==> config.mk <==
export PLATFORM = sky130hd
export DESIGN_NAME = pvo_ctrl
export DESIGN_NICKNAME = d
export VERILOG_FILES = /design/src/hw/rtl/pvo_pkg.sv /design/src/hw/rtl/pvo_ctrl.sv
export SDC_FILE = /design/constraint.sdc
export NUM_CORES = 1
export LEC_CHECK = 0
export BUFFER_PORTS_ARGS = -buffer_cell sky130_fd_sc_hd__buf_2
export CAP_MARGIN = 20
export CORE_AREA = 2 2 39 41
export DETAILED_ROUTE_END_ITERATION = 10
export DIE_AREA = 0 0 41 43
export GPL_ROUTABILITY_DRIVEN = 0
export PLACE_DENSITY = 0.62
export SETUP_SLACK_MARGIN = 0.05
export SYNTH_ARGS = -nofsm -noshare
export SYNTH_HDL_FRONTEND = slang
export SYNTH_SLANG_ARGS = --single-unit
==> constraint.sdc <==
create_clock -name clk -period 1.64 [get_ports clk]
set_clock_uncertainty 0.2 [all_clocks]
set_input_delay 0.328 -clock clk [delete_from_list [all_inputs] [get_ports clk]]
set_output_delay 0.328 -clock clk [all_outputs]
set_load 0.05 [all_outputs]
==> src/hw/rtl/pvo_pkg.sv <==
package pvo_pkg;

  // Default ring capacity.
  localparam int MAX_VERTICES_DEF = 64;

  // Offset distance after reset: 20.0 in Q16.16.
  localparam logic signed [31:0] RADIUS_RST = 32'sd1310720;

  // Result status codes.
  localparam logic [1:0] ST_OK    = 2'd0;
  localparam logic [1:0] ST_DEGEN = 2'd1;
  localparam logic [1:0] ST_OVF   = 2'd2;

  // One input request: a ring vertex.
  typedef struct packed {
    logic signed [31:0] in_x;
    logic signed [31:0] in_y;
    logic               in_last;
  } pvo_req_t;

  // One result: an offset vertex.
  typedef struct packed {
    logic signed [31:0] out_x;
    logic signed [31:0] out_y;
    logic               out_last;
    logic [1:0]         status;
  } pvo_res_t;

  // Controller states.
  typedef enum logic [3:0] {
    S_IDLE,
    S_RD_PREV,
    S_RD_CUR,
    S_RD_NEXT,
    S_LAT_NEXT,
    S_NORM_A,
    S_WAIT_A,
    S_NORM_B,
    S_WAIT_B,
    S_NORM_D,
    S_WAIT_D,
    S_MUL_X,
    S_MUL_Y,
    S_EMIT
  } pvo_state_t;

  // Which vertex a store access concerns: the current one or one of its two neighbors.
  typedef enum logic [1:0] {
    RD_PREV,
    RD_CUR,
    RD_NEXT
  } rd_sel_t;

  // Which vector the normalizer works on.
  typedef enum logic [1:0] {
    VEC_A,
    VEC_B,
    VEC_D
  } vec_sel_t;

  // Commands from the controller to the datapath.
  typedef struct packed {
    logic     load;
    logic     rd_en;
    rd_sel_t  rd_sel;
    logic     lat_en;
    rd_sel_t  lat_sel;
    logic     vtx_begin;
    logic     norm_start;
    logic     norm_cap;
    vec_sel_t vec_sel;
    logic     mul_x;
    logic     mul_y;
    logic     emit;
    logic     step;
    logic     ring_done;
  } pvo_cmd_t;

  // Status from the datapath to the controller.
  typedef struct packed {
    logic norm_done;
    logic last_idx;
  } pvo_stat_t;

endpackage

==> src/hw/rtl/pvo_ctrl.sv <==
module pvo_ctrl (
  input  logic               clk,
  input  logic               rst,
  input  logic               start,
  input  logic               in_last,
  input  pvo_pkg::pvo_stat_t stat,
  output pvo_pkg::pvo_cmd_t  cmd,
  output logic               busy
);

  pvo_pkg::pvo_state_t state;
  pvo_pkg::pvo_state_t state_next;

  // State register.
  always_ff @(posedge clk) begin
    if (rst) begin
      state <= pvo_pkg::S_IDLE;
    end else begin
      state <= state_next;
    end
  end

  // Next state and commands.
  always_comb begin
    state_next  = state;
    cmd         = '0;
    cmd.rd_sel  = pvo_pkg::RD_CUR;
    cmd.lat_sel = pvo_pkg::RD_CUR;
    cmd.vec_sel = pvo_pkg::VEC_A;
    busy        = 1'b1;
    case (state)
      pvo_pkg::S_IDLE: begin
        busy = 1'b0;
        if (start) begin
          cmd.load = 1'b1;
          if (in_last) begin
            state_next = pvo_pkg::S_RD_PREV;
          end
        end
      end
      pvo_pkg::S_RD_PREV: begin
        cmd.rd_en  = 1'b1;
        cmd.rd_sel = pvo_pkg::RD_PREV;
        state_next = pvo_pkg::S_RD_CUR;
      end
      pvo_pkg::S_RD_CUR: begin
        cmd.rd_en   = 1'b1;
        cmd.rd_sel  = pvo_pkg::RD_CUR;
        cmd.lat_en  = 1'b1;
        cmd.lat_sel = pvo_pkg::RD_PREV;
        state_next  = pvo_pkg::S_RD_NEXT;
      end
      pvo_pkg::S_RD_NEXT: begin
        cmd.rd_en   = 1'b1;
        cmd.rd_sel  = pvo_pkg::RD_NEXT;
        cmd.lat_en  = 1'b1;
        cmd.lat_sel = pvo_pkg::RD_CUR;
        state_next  = pvo_pkg::S_LAT_NEXT;
      end
      pvo_pkg::S_LAT_NEXT: begin
        cmd.lat_en    = 1'b1;
        cmd.lat_sel   = pvo_pkg::RD_NEXT;
        cmd.vtx_begin = 1'b1;
        state_next    = pvo_pkg::S_NORM_A;
      end
      pvo_pkg::S_NORM_A: begin
        cmd.norm_start = 1'b1;
        cmd.vec_sel    = pvo_pkg::VEC_A;
        state_next     = pvo_pkg::S_WAIT_A;
      end
      pvo_pkg::S_WAIT_A: begin
        cmd.vec_sel  = pvo_pkg::VEC_A;
        cmd.norm_cap = stat.norm_done;
        if (stat.norm_done) begin
          state_next = pvo_pkg::S_NORM_B;
        end
      end
      pvo_pkg::S_NORM_B: begin
        cmd.norm_start = 1'b1;
        cmd.vec_sel    = pvo_pkg::VEC_B;
        state_next     = pvo_pkg::S_WAIT_B;
      end
      pvo_pkg::S_WAIT_B: begin
        cmd.vec_sel  = pvo_pkg::VEC_B;
        cmd.norm_cap = stat.norm_done;
        if (stat.norm_done) begin
          state_next = pvo_pkg::S_NORM_D;
        end
      end
      pvo_pkg::S_NORM_D: begin
        cmd.norm_start = 1'b1;
        cmd.vec_sel    = pvo_pkg::VEC_D;
        state_next     = pvo_pkg::S_WAIT_D;
      end
      pvo_pkg::S_WAIT_D: begin
        cmd.vec_sel  = pvo_pkg::VEC_D;
        cmd.norm_cap = stat.norm_done;
        if (stat.norm_done) begin
          state_next = pvo_pkg::S_MUL_X;
        end
      end
      pvo_pkg::S_MUL_X: begin
        cmd.mul_x  = 1'b1;
        state_next = pvo_pkg::S_MUL_Y;
      end
      pvo_pkg::S_MUL_Y: begin
        cmd.mul_y  = 1'b1;
        state_next = pvo_pkg::S_EMIT;
      end
      pvo_pkg::S_EMIT: begin
        cmd.emit = 1'b1;
        if (stat.last_idx) begin
          cmd.ring_done = 1'b1;
          state_next    = pvo_pkg::S_IDLE;
        end else begin
          cmd.step   = 1'b1;
          state_next = pvo_pkg::S_RD_PREV;
        end
      end
      default: begin
        state_next = pvo_pkg::S_IDLE;
      end
    endcase
  end

  // The normalizer only finishes while the controller waits for it.
  a_done_in_wait: assert property (@(posedge clk) disable iff (rst)
    stat.norm_done |-> (state == pvo_pkg::S_WAIT_A || state == pvo_pkg::S_WAIT_B ||
                        state == pvo_pkg::S_WAIT_D))
    else $error("normalizer finished outside a wait state");

  // A closing vertex starts the emit pass.
  a_last_starts_emit: assert property (@(posedge clk) disable iff (rst)
    (start && !busy && in_last) |=> (busy && state == pvo_pkg::S_RD_PREV))
    else $error("closing vertex did not start the emit pass");

  // Only one normalizer step is requested at a time.
  a_one_norm_cmd: assert property (@(posedge clk) disable iff (rst)
    cmd.norm_start |-> !cmd.norm_cap && !cmd.load && busy)
    else $error("normalizer started while capturing or loading");

endmodule
==> results.txt, run 1 <==
----------------------------------------------------
[Synthesis]
  Largest area contributor in the synthesized netlist ... sky130_fd_sc_hd__dfxtp_1
  Yosys cell types ... 28
  EDFF count, synth ... 0
  Flip-flop and latch count after synthesis ... 4
  Top area cells in the synthesized netlist ... sky130_fd_sc_hd__dfxtp_1 (21%), sky130_fd_sc_hd__nor2_1 (6.8%), sky130_fd_sc_hd__nand2_1 (5.8%)
  Synth warnings ... 0
  Synth Net Count ... 61
  Leading register cell type out of synthesis ... sky130_fd_sc_hd__dfxtp_1
  Mean instance size in the synthesized netlist ... 7.01 um^2
  Async S/R FF share, synth ... 0
  Area share of the leading cell type in the synthesized netlist ... 0.208
  Number of standard cells after synthesis ... 55
  Netlist Area Pre-Place ... 385 um^2
  Sequential area share after synthesis ... 0.208

[Worst setup path]
  FF-to-FF path depth ... 5
  Reg-to-Reg End ... state[0]$_SDFFE_PP0P_
  Required time worst endpoint ... 1110 ps
  Worst R2R Setup Slack ... 120 ps
  Worst Setup End Kind ... output port
  Critical-path cell list ... buf_6 > or2_4 > o21ai_4 > buf_6
  Max FO, Critical Path ... 5
  Arrival time at the worst endpoint ... 1300 ps
  Critical Setup Path Class ... flop to output port
  Stage delay of the slowest cell on the critical path ... 350 ps
  Reg-to-Reg Start ... state[2]$_SDFFE_PP0P_
  Kind of start point of the critical path ... flop
  CP dominant cell by count ... sky130_fd_sc_hd__buf_6
  Slowest stage cell on the critical path ... sky130_fd_sc_hd__dfxtp_4

[Clock network]
  Clock latency at the later pin of the worst-skew pair ... 230 ps
  CTS tree ... yes
  Number of H-tree levels ... 1
  Cell chosen for the clock root ... sky130_fd_sc_hd__clkbuf_4
  Number of clock sinks seen by CTS ... 4
  Maximum clock insertion buffer count ... 2
  Total clock buffers created by CTS ... 3
  Clock transition at path regs ... 30 ps

[Timing]
  Number of failing setup endpoints in the final timing report ... 18
  Number of pins exceeding their max-slew limit in the final report ... 0
  Least setup slack across all paths after layout ... -187 ps
  Transition time at the pin with the least slew margin ... 221 ps
  RSZ-0062 raised after global routing ... true
  Min cycle time layout ... 1830 ps
  Crit share post-route ... 1.11
  Fin. Hold Viols ... 0
  Max_slew headroom ... 0.852
  Max Freq ... 547 MHz

[Pwr]
  Cell area power density ... 932 nW/um^2
  Post-layout power ... between 0.9 and 1 mW
  Leakage power ... 0.397 nW
  Highest ir drop seen on vdd ... 0.000701 V

[Final layout]
  Commonest cells after routing, fill and taps aside ... sky130_fd_sc_hd__buf_6 (17), sky130_fd_sc_hd__buf_4 (17), sky130_fd_sc_hd__nor2_4 (5), sky130_fd_sc_hd__buf_2 (5)
  Synth-to-layout area growth ... 152%
  Number of nets in the final layout ... 105
  Antenna diode instance count ... 0
  Reg with most FFs ... state
  Fraction of final layout cells with drive strength greater than 1 ... 0.753
  Register area ... 95.1 um^2
  Biggest regs ... state x4
  Max FFs per register ... 4
  Area of all placed cells without fillers ... around 970 um^2
  Fill cells ... 107
  Area taken by multi-input logic gates ... 420 um^2

[Hold path]
  Class of the tightest hold or removal check ... primary input to flop
  Startpoint of the most critical hold path ... rst
  Hold Path Stages ... 2
  Hold Path End ... state[3]$_SDFFE_PP0P_

[Placement]
  IO Port Bufs ... 23
  Detail Placement HPWL ... 910 um
  Place WS ... -95.5 ps
  Area post-placement ... approximately 700 um^2

[Drt]
  Starting DRC count in detailed routing ... 2
  Via-to-Cell Ratio ... approximately 4.8
  Residual DRC ... 0
  Via count ... 542
  Average detailed-routed wire length per instance ... 11.4 um
  Routed wire length ... 1290 um
  TritonRoute pass-1 iters ... 2
  Number of routed nets with antenna violations ... 0

[Floorplan]
  Chip Height ... 43 um
  Io pins ... 24
  Row count ... 14
  Initial Utilization ... 0.278
  Die X-Extent ... ~40 um
  Die outline area ... 1760 um^2
  Area of the core ... 1380 um^2

[Global route]
  First-pass GRT wire length ... 1790 um
  Largest net degree at the start of global routing ... 10
  Aggregate global-route resource usage ... 0.148
  Antenna violations before repair ... 0
  Vias in the first global route ... around 470
  Global-route congestion overflow total ... 0

[Run]
  Count of max-cap constraint violations ... 0

[Outcome]
  Violated checks ... setup timing
  Result of the run ... finished, violations left

----------------------------------------------------
==> how the worst max path moves through the flow <==
stage / from / endpoint
after global placement: state[1]$_SDFFE_PP0P_ / cmd[12]
final: state[2]$_SDFFE_PP0P_ / cmd[12]
after global routing: state[2]$_SDFFE_PP0P_ / cmd[5]
after floorplan: state[3]$_SDFFE_PP0P_ / cmd[11]
after CTS: state[1]$_SDFFE_PP0P_ / cmd[12]
after detailed placement: state[1]$_SDFFE_PP0P_ / cmd[12]
==> critical path: cells and delay by family, from the launching register on <==
kind                   cells  cell delay [ps]
flip-flops                 1              350
buffers and inverters      2              300
AND/OR/NAND/NOR            1              290
AO/OA/AOI/OAI              1              130
==> synth_stat cells (all sizes together), types with 2 or more instances <==
cell type	number
a21oi	2
dfxtp	4
nand2	6
nor3	3
and3	2
o21ai	5
and2	2
nand2b	3
buf	4
inv	2
nor2	7
xnor2	2
==> what timing repair did <==
item	in CTS	in global routing
resized for setup	44	17
pin swaps	2	5
gates cloned	0	0
setup buffers	1	2
hold buffers	0	0
setup endpoints to repair	18	19
==> kinds of logic (layout without fill, tap and decap cells) <==
logic type,after synthesis,after routing,share of synthesized area
XOR/XNOR,2,2,0.0455
AND/OR/NAND/NOR,31,31,0.442
flip-flops,4,4,0.208
AO/OA/AOI/OAI,12,12,0.205
buffers and inverters,6,48,0.101
==> through the flow <==
stage,hold slack (ps),utilization,setup TNS [ps],instances
6_report,109,0.701,-2340,113
5_1_grt,120,0.701,-3250,113
4_1_cts,88.4,0.638,-2620,111
3_5_place_dp,340,0.519,-455,107
3_3_place_gp,340,0.519,-439,107
2_1_floorplan,190,-,-377,55
==> where the power goes <==
part / internal (mW) / total (mW) / switching [mW]
clock: 0.0816 / 0.118 / 0.0366
sequential: 0.116 / 0.142 / 0.0265
combinational: 0.273 / 0.643 / 0.370
total: 0.470 / 0.904 / 0.433
==> layer usage <==
layer / up-vias / GRT usage / part of all wire
met4: 0 / 0.100 / 0.0047
met1: 250 / 0.155 / 0.34
met3: 2 / 0.0209 / 0.047
met5: - / 0 / 0
met2: 16 / 0.250 / 0.60
li1: 274 / - / -
==> area by class of cell <==
type                            count  area share
Timing Repair Buffer               43       0.417
Inverter                            2     0.00774
Tap cell                           16      0.0206
Sequential cell                     4      0.0981
Clock buffer                        3      0.0232
Multi-Input combinational cell     45       0.434
Power figures use the tool's default switching activity.
==> run 2, diff against run 1 <==
--- a/config.mk
+++ b/config.mk
@@ -5,13 +5,15 @@
 export SDC_FILE = /design/constraint.sdc
 export NUM_CORES = 1
 export LEC_CHECK = 0
+export ABC_AREA = 1
 export BUFFER_PORTS_ARGS = -buffer_cell sky130_fd_sc_hd__buf_2
 export CAP_MARGIN = 20
 export CORE_AREA = 2 2 39 41
 export DETAILED_ROUTE_END_ITERATION = 10
 export DIE_AREA = 0 0 41 43
 export GPL_ROUTABILITY_DRIVEN = 0
-export PLACE_DENSITY = 0.62
+export GPL_TIMING_DRIVEN = 1
+export PLACE_DENSITY = 0.59
 export SETUP_SLACK_MARGIN = 0.05
 export SYNTH_ARGS = -nofsm -noshare
 export SYNTH_HDL_FRONTEND = slang
==> run 2 against run 1 <==
Compared with the run above:
- the flow still finishes with violations (setup timing)
- maximum frequency is 2.6% higher
- total power is 12% lower
- cell count is 8.8% higher
- area after synthesis is 9.1% lower
- combinational power is 16% lower
- sequential cell count stayed put
- wire length is 0.54% lower
- synthesized cell count is 13% higher
- die area stayed put
- critical path type unchanged
- critical endpoint unchanged
==> results.txt, run 2 <==
----------------------------------------------------
[Worst setup path]
  Kind of start point of the critical path ... flop
  Reg-to-Reg End ... state[0]$_SDFFE_PP0P_
  Critical path destination ... cmd[12]
  Worst R2R Setup Slack ... 320 ps
  Worst Setup End Kind ... output port
  CP dominant cell by count ... sky130_fd_sc_hd__nor2_4
  Required time worst endpoint ... 1110 ps
  Stage delay of the slowest cell on the critical path ... 390 ps
  Reg-to-Reg Start ... state[2]$_SDFFE_PP0P_
  Critical Setup Path Class ... flop to output port
  Max FO, Critical Path ... 6
  WP buf/inv ... 2
  Worst setup startpoint ... state[2]$_SDFFE_PP0P_
  Arrival time at the worst endpoint ... 1250 ps
  Number of gates on the worst path with buffers counted ... 5
  Cell family with the largest share of critical-path delay ... flip-flops
  FF-to-FF path depth ... 7
  Slowest stage cell on the critical path ... sky130_fd_sc_hd__dfxtp_4
  Critical-path cell list ... nor2_4 > inv_2 > nor2_4 > a211o_4 > buf_8

[Placement]
  Detail Placement HPWL ... 952 um
  Area post-placement ... 741 um^2
  Inst Count DP ... 118
  IO Port Bufs ... 23

[Drt]
  Average detailed-routed wire length per instance ... 10.4 um
  Residual DRC ... 0
  Starting DRC count in detailed routing ... 0
  Via count ... 543
  Routed wire length ... 1280 um
  TritonRoute pass-1 iters ... 1
  Number of routed nets with antenna violations ... 0
  Via-to-Cell Ratio ... about 4.4

[Final layout]
  Area of all placed cells without fillers ... around 1000 um^2
  Reg with most FFs ... state
  Post-layout utilization of the core ... 0.712
  Count of non-filler cells in the finished layout ... about 120
  Commonest cells after routing, fill and taps aside ... sky130_fd_sc_hd__buf_4 (17), sky130_fd_sc_hd__buf_6 (16), sky130_fd_sc_hd__nor2_4 (11)
  Fraction of final layout cells with drive strength greater than 1 ... 0.794
  Max FFs per register ... 4
  Number of nets in the final layout ... roughly 120
  Synth-to-layout area growth ... 181%
  Most frequent standard cell in the layout excluding fill and tap cells ... sky130_fd_sc_hd__buf_4
  Antenna diode instance count ... 0
  Fill cells ... approximately 110
  Biggest regs ... state x4

[Clock network]
  Clock latency at the later pin of the worst-skew pair ... 230 ps
  Number of H-tree levels ... 1
  CTS tree ... yes
  Clock transition at path regs ... about 40 ps
  Maximum clock insertion buffer count ... 2
  Number of buffers inserted by hold repair at cts ... 0
  Total clock buffers created by CTS ... 3
  Number of clock sinks seen by CTS ... 4
  Cell chosen for the clock root ... sky130_fd_sc_hd__clkbuf_4

[Synthesis]
  Largest area contributor in the synthesized netlist ... sky130_fd_sc_hd__dfxtp_1
  Sequential area share after synthesis ... 0.229
  Async S/R FF share, synth ... 0
  Netlist Area Pre-Place ... roughly 350 um^2
  Area share of the leading cell type in the synthesized netlist ... 0.229
  Top area cells in the synthesized netlist ... sky130_fd_sc_hd__dfxtp_1 (23%), sky130_fd_sc_hd__nor2_1 (16%), sky130_fd_sc_hd__nand2_1 (9.6%)
  Flip-flop and latch count after synthesis ... 4
  Yosys cell types ... 17
  Synth warnings ... 0
  Cell with the most instances after synthesis ... sky130_fd_sc_hd__nor2_1
  Leading cell types by count after synthesis ... sky130_fd_sc_hd__nor2_1 (15), sky130_fd_sc_hd__nand2_1 (9), sky130_fd_sc_hd__inv_1 (7)
  Number of standard cells after synthesis ... 62
  Synth Net Count ... 68
  Leading register cell type out of synthesis ... sky130_fd_sc_hd__dfxtp_1
  Mean instance size in the synthesized netlist ... 5.65 um^2
  EDFF count, synth ... 0

[Floorplan]
  Row count ... 14
  Die X-Extent ... 41 um
  Chip Height ... 43 um
  Die outline area ... 1760 um^2
  Initial Utilization ... 0.253
  Area of the core ... 1380 um^2
  Io pins ... 24

[Pwr]
  Highest ir drop seen on vdd ... 0.000416 V
  Post-layout power ... around 0.8 mW
  Cell area power density ... a little over 800 nW/um^2
  Leakage power ... ~0.45 nW

[Global route]
  Global-route congestion overflow total ... 0
  First-pass GRT wire length ... 2050 um
  Aggregate global-route resource usage ... 0.168
  Largest net degree at the start of global routing ... 7
  Antenna violations before repair ... 0
  Vias in the first global route ... just over 500

[Timing]
  Number of failing setup endpoints in the final timing report ... 17
  Max Freq ... between 500 and 600 MHz
  Transition time at the pin with the least slew margin ... 231 ps
  Crit share post-route ... 1.09
  Least setup slack across all paths after layout ... -141 ps
  Hold slack ... 104 ps
  Max_slew headroom ... 0.846
  Min cycle time layout ... 1780 ps
  Number of pins exceeding their max-slew limit in the final report ... 0
  Fin. Hold Viols ... 0
  RSZ-0062 raised after global routing ... true

[Outcome]
  Violated checks ... setup timing
  Result of the run ... finished, violations left

[Run]
  Count of max-cap constraint violations ... 0

[Hold path]
  Class of the tightest hold or removal check ... primary input to flop

----------------------------------------------------
run 2: area by class of cell:
type,instances,area [um^2],area share
Sequential cell,4,95.1,0.0966
Multi-Input combinational cell,47,405,0.412
Clock buffer,3,22.5,0.0229
Inverter,11,48.8,0.0496
Tap cell,16,20.0,0.0203
Timing Repair Buffer,42,393,0.399
run 2: how the worst min path moves through the flow:
stage          startpoint                    end  slack [ps]  cells after the start
6_report              rst  state[3]$_SDFFE_PP0P_         100                      2
5_1_grt               rst  state[3]$_SDFFE_PP0P_         100                      2
4_1_cts               rst  state[3]$_SDFFE_PP0P_         100                      2
3_5_place_dp          rst  state[3]$_SDFFE_PP0P_         340                      2
3_3_place_gp          rst  state[3]$_SDFFE_PP0P_         340                      2
2_1_floorplan         rst  state[3]$_SDFFE_PP0P_         190                      1
run 2: logic make-up after synthesis:
group	Yosys count	synth area share
buf+inv	11	0.118
simple gates	36	0.457
compound gates	11	0.196
flops	4	0.229
run 2: metal layers:
| metal | track usage | wire length, um | share of wire | vias to the layer above |
|---|---|---|---|---|
| li1 | - | - | - | 291 |
| met1 | 0.201 | 510 | 0.40 | 233 |
| met2 | 0.278 | 697 | 0.54 | 19 |
| met3 | 0.0366 | 72 | 0.056 | 0 |
| met4 | 0.0600 | 0 | 0 | 0 |
| met5 | 0 | 0 | 0 | - |
run 2: report_power, final:
group          internal [mW]  switching (mW)  leakage, nW
Combinational          0.223           0.318        0.398
Sequential             0.109          0.0211       0.0356
Clock                 0.0820          0.0415       0.0138
Total                  0.414           0.381        0.447
run 2: per-stage QoR:
step / setup WS (ps) / setup TNS [ps]
after CTS: -143 / -1170
after detailed placement: -17.0 / -27.8
final: -141 / -998
after floorplan: -133 / -364
after global placement: -14.5 / -33.1
after global routing: -180 / -1980
run 2: what timing repair did:
action                                  in CTS  in global routing
pin swaps                                    3                  3
buffers inserted                             2                  0
endpoints found under the hold margin        0                  0
endpoints found under the setup margin      18                 18
gates resized for setup                     56                 11
run 2: worst reg2reg max path: stages (launching register included):
cell and delay (ps):
sky130_fd_sc_hd__dfxtp_4 390, sky130_fd_sc_hd__nand2_2 170, sky130_fd_sc_hd__buf_4 190, sky130_fd_sc_hd__nor2_2 60, sky130_fd_sc_hd__o21ai_1 60, sky130_fd_sc_hd__nand3_1 70
sky130_fd_sc_hd__nand2_1 50, sky130_fd_sc_hd__nor2_1 70
